### config.mk
export PLATFORM = sky130hd
export DESIGN_NAME = telnet_iac_stream_parser
export DESIGN_NICKNAME = d
export VERILOG_FILES = /design/src/tisp_pkg.sv /design/src/tisp_parser.sv /design/src/telnet_iac_stream_parser.sv
export VERILOG_INCLUDE_DIRS = /design/src /design/src/src
export SDC_FILE = /design/constraint.sdc
export NUM_CORES = 1
export LEC_CHECK = 0
export BUFFER_PORTS_ARGS = -buffer_cell sky130_fd_sc_hd__buf_2
export CAP_MARGIN = 20
export CORE_UTILIZATION = 55
export DETAILED_ROUTE_END_ITERATION = 16
export GPL_ROUTABILITY_DRIVEN = 1
export PLACE_DENSITY_LB_ADDON = 0.08
export SYNTH_ARGS = -nofsm -noshare
export SYNTH_HDL_FRONTEND = slang
export SYNTH_SLANG_ARGS = --single-unit
### constraint.sdc
create_clock -name i_clk -period 3.55 [get_ports i_clk]
set_clock_uncertainty 0.2 [all_clocks]
set_input_delay 0.71 -clock i_clk [delete_from_list [all_inputs] [get_ports i_clk]]
set_output_delay 0.71 -clock i_clk [all_outputs]
set_load 0.005 [all_outputs]
### src/telnet_iac_stream_parser_macros.svh
// assertion macros for the telnet iac stream parser
// no dependencies; included by the modules that carry assertions
`ifndef TELNET_IAC_STREAM_PARSER_MACROS_SVH
`define TELNET_IAC_STREAM_PARSER_MACROS_SVH

`ifndef SYNTHESIS

// implication or plain property under clock and active-low reset
`define TISP_ASSERT(lbl, clk, rst_n, prop, msg) \
    lbl: assert property (@(posedge clk) disable iff (!rst_n) (prop)) else $error(msg);

// condition that must never be seen
`define TISP_ASSERT_NEVER(lbl, clk, rst_n, cond, msg) \
    lbl: assert property (@(posedge clk) disable iff (!rst_n) !(cond)) else $error(msg);

`else

`define TISP_ASSERT(lbl, clk, rst_n, prop, msg)

`define TISP_ASSERT_NEVER(lbl, clk, rst_n, cond, msg)

`endif

`endif

### src/tisp_pkg.sv
// shared types and constants of the telnet iac stream parser
// no dependencies; used by tisp_parser and telnet_iac_stream_parser
package tisp_pkg;

    // telnet command codes
    localparam logic [7:0] TEL_IAC  = 8'hFF;
    localparam logic [7:0] TEL_DONT = 8'hFE;
    localparam logic [7:0] TEL_DO   = 8'hFD;
    localparam logic [7:0] TEL_WONT = 8'hFC;
    localparam logic [7:0] TEL_WILL = 8'hFB;
    localparam logic [7:0] TEL_SB   = 8'hFA;
    localparam logic [7:0] TEL_SE   = 8'hF0;

    // configuration register indexes
    localparam int unsigned CFG_IDX_W = 2;
    localparam logic [CFG_IDX_W-1:0] CFG_FIRST_OPTION  = 2'd0;
    localparam logic [CFG_IDX_W-1:0] CFG_SECOND_OPTION = 2'd1;

    // option reset values: echo and suppress go-ahead
    localparam logic [7:0] OPT_FIRST_RESET  = 8'd1;
    localparam logic [7:0] OPT_SECOND_RESET = 8'd3;

    // reply run positions
    localparam logic [1:0] POS_IAC    = 2'd0;
    localparam logic [1:0] POS_VERB   = 2'd1;
    localparam logic [1:0] POS_OPTION = 2'd2;

    typedef enum logic [1:0] {
        PH_NORMAL = 2'd0,
        PH_IAC    = 2'd1,
        PH_VERB   = 2'd2,
        PH_SUBNEG = 2'd3
    } t_phase;

    typedef enum logic [1:0] {
        VERB_WILL = 2'd0,
        VERB_WONT = 2'd1,
        VERB_DO   = 2'd2,
        VERB_DONT = 2'd3
    } t_verb;

    // one run of results caused by one input byte
    typedef struct packed {
        logic       is_reply;   // 0 one data byte, 1 three-byte reply
        logic [7:0] verb_byte;  // reply verb, reply runs only
        logic [7:0] data_byte;  // data byte or option code
    } t_run;

endpackage

### src/tisp_parser.sv
// telnet command state machine: turns each accepted byte into zero or one run
// depends on tisp_pkg
module tisp_parser (
    input  logic              i_clk,
    input  logic              i_rst_n,
    input  logic              i_accept,
    input  logic [7:0]        i_rx_byte,
    input  logic [7:0]        i_opt_first,
    input  logic [7:0]        i_opt_second,
    output logic              o_run_valid,
    output tisp_pkg::t_run    o_run
);

    tisp_pkg::t_phase r_phase, n_phase;
    tisp_pkg::t_verb  r_verb, n_verb;
    logic             r_esc, n_esc;

    logic       opt_ok;
    logic [7:0] verb_diff;
    logic [7:0] reply_verb;

    assign opt_ok    = (i_rx_byte == i_opt_first) || (i_rx_byte == i_opt_second);
    assign verb_diff = i_rx_byte - tisp_pkg::TEL_WILL;

    // reply verb for a pending command
    always_comb begin
        case (r_verb)
            tisp_pkg::VERB_WILL: reply_verb = opt_ok ? tisp_pkg::TEL_DO : tisp_pkg::TEL_DONT;
            tisp_pkg::VERB_WONT: reply_verb = tisp_pkg::TEL_DONT;
            tisp_pkg::VERB_DO:   reply_verb = opt_ok ? tisp_pkg::TEL_WILL : tisp_pkg::TEL_WONT;
            default:             reply_verb = tisp_pkg::TEL_WONT;
        endcase
    end

    // state registers
    always_ff @(posedge i_clk) begin
        if (!i_rst_n) begin
            r_phase <= tisp_pkg::PH_NORMAL;
            r_verb  <= tisp_pkg::VERB_WILL;
            r_esc   <= 1'b0;
        end else begin
            r_phase <= n_phase;
            r_verb  <= n_verb;
            r_esc   <= n_esc;
        end
    end

    // next state and run output
    always_comb begin
        n_phase     = r_phase;
        n_verb      = r_verb;
        n_esc       = r_esc;
        o_run_valid = 1'b0;
        o_run       = '0;
        if (i_accept) begin
            case (r_phase)
                tisp_pkg::PH_NORMAL: begin
                    if (i_rx_byte == tisp_pkg::TEL_IAC) begin
                        n_phase = tisp_pkg::PH_IAC;
                    end else begin
                        o_run_valid     = 1'b1;
                        o_run.data_byte = i_rx_byte;
                    end
                end
                tisp_pkg::PH_IAC: begin
                    if (i_rx_byte == tisp_pkg::TEL_IAC) begin
                        n_phase         = tisp_pkg::PH_NORMAL;
                        o_run_valid     = 1'b1;
                        o_run.data_byte = tisp_pkg::TEL_IAC;
                    end else if (i_rx_byte == tisp_pkg::TEL_SB) begin
                        n_esc   = 1'b0;
                        n_phase = tisp_pkg::PH_SUBNEG;
                    end else if (i_rx_byte inside {[tisp_pkg::TEL_WILL:tisp_pkg::TEL_DONT]})
                    begin
                        n_verb  = tisp_pkg::t_verb'(verb_diff[1:0]);
                        n_phase = tisp_pkg::PH_VERB;
                    end else begin
                        n_phase = tisp_pkg::PH_NORMAL;
                    end
                end
                tisp_pkg::PH_VERB: begin
                    n_phase         = tisp_pkg::PH_NORMAL;
                    o_run_valid     = 1'b1;
                    o_run.is_reply  = 1'b1;
                    o_run.verb_byte = reply_verb;
                    o_run.data_byte = i_rx_byte;
                end
                tisp_pkg::PH_SUBNEG: begin
                    if (r_esc) begin
                        if (i_rx_byte == tisp_pkg::TEL_SE) begin
                            n_phase = tisp_pkg::PH_NORMAL;
                        end
                        n_esc = 1'b0;
                    end else if (i_rx_byte == tisp_pkg::TEL_IAC) begin
                        n_esc = 1'b1;
                    end
                end
                default: begin
                    n_phase = tisp_pkg::PH_NORMAL;
                end
            endcase
        end
    end

endmodule

### src/telnet_iac_stream_parser.sv
// telnet iac stream parser: one byte accepted per cycle while the buffer has room;
// runs are registered in a two-entry buffer and serialized from there, a data run as
// one byte, a reply run as iac, verb and option bytes. without output stalls the
// sustained rate is one byte per cycle on data and replies get one result per cycle.
// synchronous active-low reset clears parser state and buffer, loads options 1 and 3.
// depends on tisp_pkg, tisp_parser and telnet_iac_stream_parser_macros.svh
`include "telnet_iac_stream_parser_macros.svh"

module telnet_iac_stream_parser (
    input  logic                           i_clk,
    input  logic                           i_rst_n,
    // input byte channel
    input  logic                           i_in_valid,
    output logic                           o_in_stall,
    input  logic [7:0]                     i_rx_byte,
    // result channel
    output logic                           o_out_valid,
    input  logic                           i_out_stall,
    output logic                           o_stream_kind,
    output logic [7:0]                     o_out_byte,
    output logic                           o_last_of_run,
    // configuration write channel
    input  logic                           i_cfg_valid,
    output logic                           o_cfg_ready,
    input  logic [tisp_pkg::CFG_IDX_W-1:0] i_cfg_index,
    input  logic [7:0]                     i_cfg_data
);

    logic [7:0]     r_opt_first, r_opt_second;
    logic           in_xfer, out_xfer;
    logic           run_valid;
    tisp_pkg::t_run run;

    tisp_pkg::t_run r_buf [2];
    logic           r_wr_ptr, r_rd_ptr;
    logic [1:0]     r_count, n_count;
    logic [1:0]     r_pos, n_pos;
    tisp_pkg::t_run head;
    logic           pop;

    // configuration registers
    assign o_cfg_ready = 1'b1;

    always_ff @(posedge i_clk) begin
        if (!i_rst_n) begin
            r_opt_first  <= tisp_pkg::OPT_FIRST_RESET;
            r_opt_second <= tisp_pkg::OPT_SECOND_RESET;
        end else if (i_cfg_valid && o_cfg_ready) begin
            case (i_cfg_index)
                tisp_pkg::CFG_FIRST_OPTION:  r_opt_first  <= i_cfg_data;
                tisp_pkg::CFG_SECOND_OPTION: r_opt_second <= i_cfg_data;
                default: ;
            endcase
        end
    end

    // input transfer and parser
    assign o_in_stall = (r_count == 2'd2);
    assign in_xfer    = i_in_valid && !o_in_stall;

    tisp_parser u_parser (
        .i_clk        (i_clk),
        .i_rst_n      (i_rst_n),
        .i_accept     (in_xfer),
        .i_rx_byte    (i_rx_byte),
        .i_opt_first  (r_opt_first),
        .i_opt_second (r_opt_second),
        .o_run_valid  (run_valid),
        .o_run        (run)
    );

    // run buffer storage
    always_ff @(posedge i_clk) begin
        if (run_valid) begin
            r_buf[r_wr_ptr] <= run;
        end
    end

    // output serializer over the head run
    assign head          = r_buf[r_rd_ptr];
    assign o_out_valid   = (r_count != 2'd0);
    assign out_xfer      = o_out_valid && !i_out_stall;
    assign o_stream_kind = head.is_reply;
    assign o_last_of_run = !head.is_reply || (r_pos == tisp_pkg::POS_OPTION);
    assign pop           = out_xfer && o_last_of_run;

    always_comb begin
        case (r_pos)
            tisp_pkg::POS_IAC:  o_out_byte = head.is_reply ? tisp_pkg::TEL_IAC : head.data_byte;
            tisp_pkg::POS_VERB: o_out_byte = head.verb_byte;
            default:            o_out_byte = head.data_byte;
        endcase
    end

    // buffer occupancy and run position
    always_comb begin
        case ({run_valid, pop})
            2'b10:   n_count = r_count + 2'd1;
            2'b01:   n_count = r_count - 2'd1;
            default: n_count = r_count;
        endcase
        if (pop) begin
            n_pos = tisp_pkg::POS_IAC;
        end else if (out_xfer) begin
            n_pos = r_pos + 2'd1;
        end else begin
            n_pos = r_pos;
        end
    end

    always_ff @(posedge i_clk) begin
        if (!i_rst_n) begin
            r_wr_ptr <= 1'b0;
            r_rd_ptr <= 1'b0;
            r_count  <= 2'd0;
            r_pos    <= tisp_pkg::POS_IAC;
        end else begin
            r_count <= n_count;
            r_pos   <= n_pos;
            if (run_valid) begin
                r_wr_ptr <= !r_wr_ptr;
            end
            if (pop) begin
                r_rd_ptr <= !r_rd_ptr;
            end
        end
    end

    // checks on the run buffer and serializer
    `TISP_ASSERT_NEVER(a_count_range, i_clk, i_rst_n, r_count == 2'd3, "run buffer overfilled")
    `TISP_ASSERT_NEVER(a_push_full, i_clk, i_rst_n, run_valid && (r_count == 2'd2), "run written while full")
    `TISP_ASSERT(a_pos_reply, i_clk, i_rst_n, (r_pos != tisp_pkg::POS_IAC) |-> (o_out_valid && head.is_reply), "mid-run position without reply run")
    `TISP_ASSERT_NEVER(a_pos_range, i_clk, i_rst_n, r_pos == 2'd3, "run position out of range")
    `TISP_ASSERT(a_ptr_count, i_clk, i_rst_n, ((r_count == 2'd0) || (r_count == 2'd2)) |-> (r_wr_ptr == r_rd_ptr), "buffer pointers disagree with count")

endmodule
==> metrics.log <==
[metrics] final standard cell count with taps included and fillers excluded: 328
[metrics] final routed DRC violation total: 0
[metrics] clock insertion delay at the later pin of the skew report: 310 ps
[metrics] Starting Density: 58.3%
[metrics] highest-count cells in the layout ignoring fill and taps: 34 x sky130_fd_sc_hd__buf_2, 28 x sky130_fd_sc_hd__dfxtp_1, 27 x sky130_fd_sc_hd__mux2i_1
[metrics] final standard cell area without fillers: 2910 sq um
[metrics] Worst Tran Pin Value: 579 ps
[metrics] number of clock sinks: 52
[metrics] static leakage power: 1.20 nW
[metrics] number of antenna violations at the first check in global routing: 0
[metrics] wire length per cell after detailed routing: 14.5 um
[metrics] clock tree from TritonCTS: done
[metrics] proportion of register bits with asynchronous set or reset after synthesis: 0%
[metrics] CTS H-tree depth: 2
[metrics] drt total wl: 4760 um
[metrics] Post-DP Area: 2800 sq um
[metrics] chain of cells forming the critical path: buf_2, ha_1, nand2_1, nor4_1, mux2i_1, buf_4, inv_1, ha_1, or3_1, a21boi_0
[metrics] ports placed on the boundary: 36
[metrics] cell repeated most along the worst path: sky130_fd_sc_hd__ha_1
[metrics] Max-slew headroom: 61.3%
[metrics] cell chosen for the clock root: sky130_fd_sc_hd__clkbuf_8
[metrics] Pre-Repair DR Iteration Count: 4
[metrics] number of buffers on the longest clock path: 2
[metrics] post-route fraction of the period consumed by the critical path: 76.6%
[metrics] Cell variety after synth: 43
[metrics] Worst path max stage delay: 340 ps
[metrics] routability congestion estimate: 0.811
[metrics] RSZ-0062 raised after global routing: no
[metrics] pin count of the biggest net entering global routing: 29
[metrics] power density over cell area: 518 nW/um^2
[metrics] Post-Synthesis Cell Area: 2570 sq um
[metrics] per-cell via count in the routed design: 5.45
[metrics] count of final hold-check violations: 0
[metrics] most common library cell in the layout ignoring fill and taps: sky130_fd_sc_hd__buf_2
[metrics] Final Hold Slack: 301 ps
[metrics] vias: 1787
[metrics] Post-Syn Instances: 239
[metrics] ANT cells: 0
[metrics] vias in the first global route: 1734
[metrics] Port Buffer Count: 34
[metrics] Achievable Freq: 0.368 GHz
[metrics] type of the worst setup path: in2reg
[metrics] largest fanout of any net on the critical path: 9
[metrics] aggregate global-route resource usage: 20.9%
[metrics] Die H: 70.4 um
[metrics] global-route wire length before repair: 7980 um
[metrics] NumNets Final: 305
[metrics] total area of multi-input combinational cells: 1210 sq um
[metrics] placed wire-length estimate: 3520 um
[metrics] number of synthesized flops with an enable pin: 24
[metrics] TNS Setup: 0 ps
[metrics] Setup Buffers After CTS: 0
[metrics] Gates resized, CTS repair: 0
[metrics] number of filler cells placed in the layout: 380
[metrics] clock buffers created by TritonCTS: 5
[metrics] type of origin of the critical path: input port
[metrics] run status: complete, no violations
[metrics] count of warnings emitted by yosys: 0
[metrics] Storage cell area: 1280 sq um
[metrics] grt total ovfl: 0
[metrics] Antenna Nets Post-Route: 0
[metrics] number of pins exceeding their max-slew limit in the final report: 0
[metrics] Setup violations, final: 0
[metrics] worst min-delay path class: reg2reg
[metrics] placeable core region: 4410 sq um
[metrics] Die Wd: 70.4 um
[metrics] std cell rows: 24
[metrics] Max rail drop VDD: 0.000277 V
[metrics] Post-Synthesis Mean Instance Area: 10.8 sq um
[metrics] Primary FF master, synth: sky130_fd_sc_hd__dfxtp_1
[metrics] share of post-route cells with drive strength above 1: 20.3%
[metrics] number of synthesized register bits: 52
[metrics] Max-cap violations: 0
[metrics] cell with the largest stage delay on the worst path: sky130_fd_sc_hd__or3_1
[metrics] part of the Yosys area used for sequential elements: 49.8%
[metrics] die outline area: 4960 sq um
[metrics] synthesis-to-layout area growth: 13.2%
[metrics] Post-Place Cells: 320
[metrics] Min Clock Period, post-route: 2720 ps
[metrics] net count after synthesis: 269
[metrics] Crit path required time: 3580 ps
[metrics] clock-pin slew reported for the worst setup and hold paths after clock tree synthesis: 90 ps
[metrics] category of the worst setup path capture point: flop
[metrics] # hold bufs at CTS: 0
[metrics] DRC marker count from the first detailed-route iteration: 65
[metrics] arrival time at the worst endpoint: 2750 ps
cells in the mapped netlist, types with 2 or more instances:
| master | n | area [sq um] |
|---|---|---|
| sky130_fd_sc_hd__dfxtp_1 | 28 | 561 |
| sky130_fd_sc_hd__mux2i_1 | 27 | 270 |
| sky130_fd_sc_hd__edfxtp_1 | 24 | 721 |
| sky130_fd_sc_hd__nor2b_1 | 22 | 138 |
| sky130_fd_sc_hd__xor2_1 | 17 | 149 |
| sky130_fd_sc_hd__nand2_1 | 12 | 45.0 |
| sky130_fd_sc_hd__inv_1 | 10 | 37.5 |
| sky130_fd_sc_hd__o21ai_0 | 10 | 50.1 |
| sky130_fd_sc_hd__and2_1 | 9 | 56.3 |
| sky130_fd_sc_hd__nor2_1 | 8 | 30.0 |
| sky130_fd_sc_hd__ha_1 | 7 | 87.6 |
| sky130_fd_sc_hd__nor3_1 | 6 | 30.0 |
| sky130_fd_sc_hd__a21oi_1 | 5 | 25.0 |
| sky130_fd_sc_hd__nor4_1 | 5 | 31.3 |
| sky130_fd_sc_hd__clkbuf_1 | 4 | 15.0 |
| sky130_fd_sc_hd__mux2_2 | 4 | 45.0 |
| sky130_fd_sc_hd__nand4_1 | 4 | 25.0 |
| sky130_fd_sc_hd__buf_2 | 3 | 15.0 |
| sky130_fd_sc_hd__o211ai_1 | 3 | 22.5 |
| sky130_fd_sc_hd__a21boi_1 | 2 | 15.0 |
| sky130_fd_sc_hd__nand2b_1 | 2 | 12.5 |
| sky130_fd_sc_hd__nand3_1 | 2 | 10.0 |
| sky130_fd_sc_hd__o21a_1 | 2 | 15.0 |
| sky130_fd_sc_hd__or2_2 | 2 | 12.5 |
| sky130_fd_sc_hd__or4_1 | 2 | 15.0 |
| sky130_fd_sc_hd__xnor2_1 | 2 | 17.5 |
layout make-up:
class | instances | area share [%]
Clock buffer | 5 | 2.36
Clock inverter | 3 | 1.59
Inverter | 11 | 1.42
Multi-Input combinational cell | 167 | 41.6
Sequential cell | 52 | 44.0
Tap cell | 52 | 2.23
Timing Repair Buffer | 38 | 6.87
worst paths after layout:
kind / endpoint / from / slack (ps) / cells after the start
worst max-delay path: r_count[1] / i_rx_byte[1] / 830 / 10
worst min-delay path: r_opt_second[0] / r_opt_second[0] / 300 / 2
worst max register to register: r_count[1] / u_parser.r_phase[1] / 1190 / 7
worst min register to register: r_opt_second[0] / r_opt_second[0] / 300 / 2
report_power, final:
group / switching [mW] / internal, mW / total [mW]
Clock: 0.201 / 0.212 / 0.414
Combinational: 0.192 / 0.173 / 0.365
Sequential: 0.0281 / 0.702 / 0.730
flip-flops by register name, indices dropped and copies added (netlist names), named ones only:
signal and count:
r_buf 24, u_parser.r_esc 1, r_rd_ptr 1, u_parser.r_phase 2, r_opt_first 8, r_count 2
r_opt_second 8, r_wr_ptr 1, r_pos 2, u_parser.r_verb 2
cells by family (layout without fill, tap and decap cells):
family,count (synthesis),after routing,share of synthesized area (%)
fa+ha+maj,7,7,3.40
compound gates,28,28,6.75
simple gates,81,81,18.0
buf+inv,20,57,3.21
other cells,1,1,0.146
mux,31,31,12.2
flops,52,52,49.8
xor+xnor,19,19,6.46
through the flow:
step / utilization [%] / power (mW) / setup slack [ps]
after floorplan: - / 0.978 / 637
after global placement: 63.4 / 1.10 / 634
after detailed placement: 63.4 / 1.11 / 535
after CTS: 66.0 / 1.52 / 835
after global routing: 66.0 / 1.60 / 597
final: 66.0 / 1.51 / 829
critical path: cells and delay by family:
kind	cells	cell delay [ps]
buf+inv	3	410
mux	1	230
simple gates	3	700
fa+ha+maj	2	530
compound gates	1	160
routing by layer:
metal	global-route usage, %	routed length [um]
met2	35.1	2410
met3	4.33	130
met1	26.4	2170
met5	0	0
met4	7.33	53
Power figures use the tool's default switching activity.
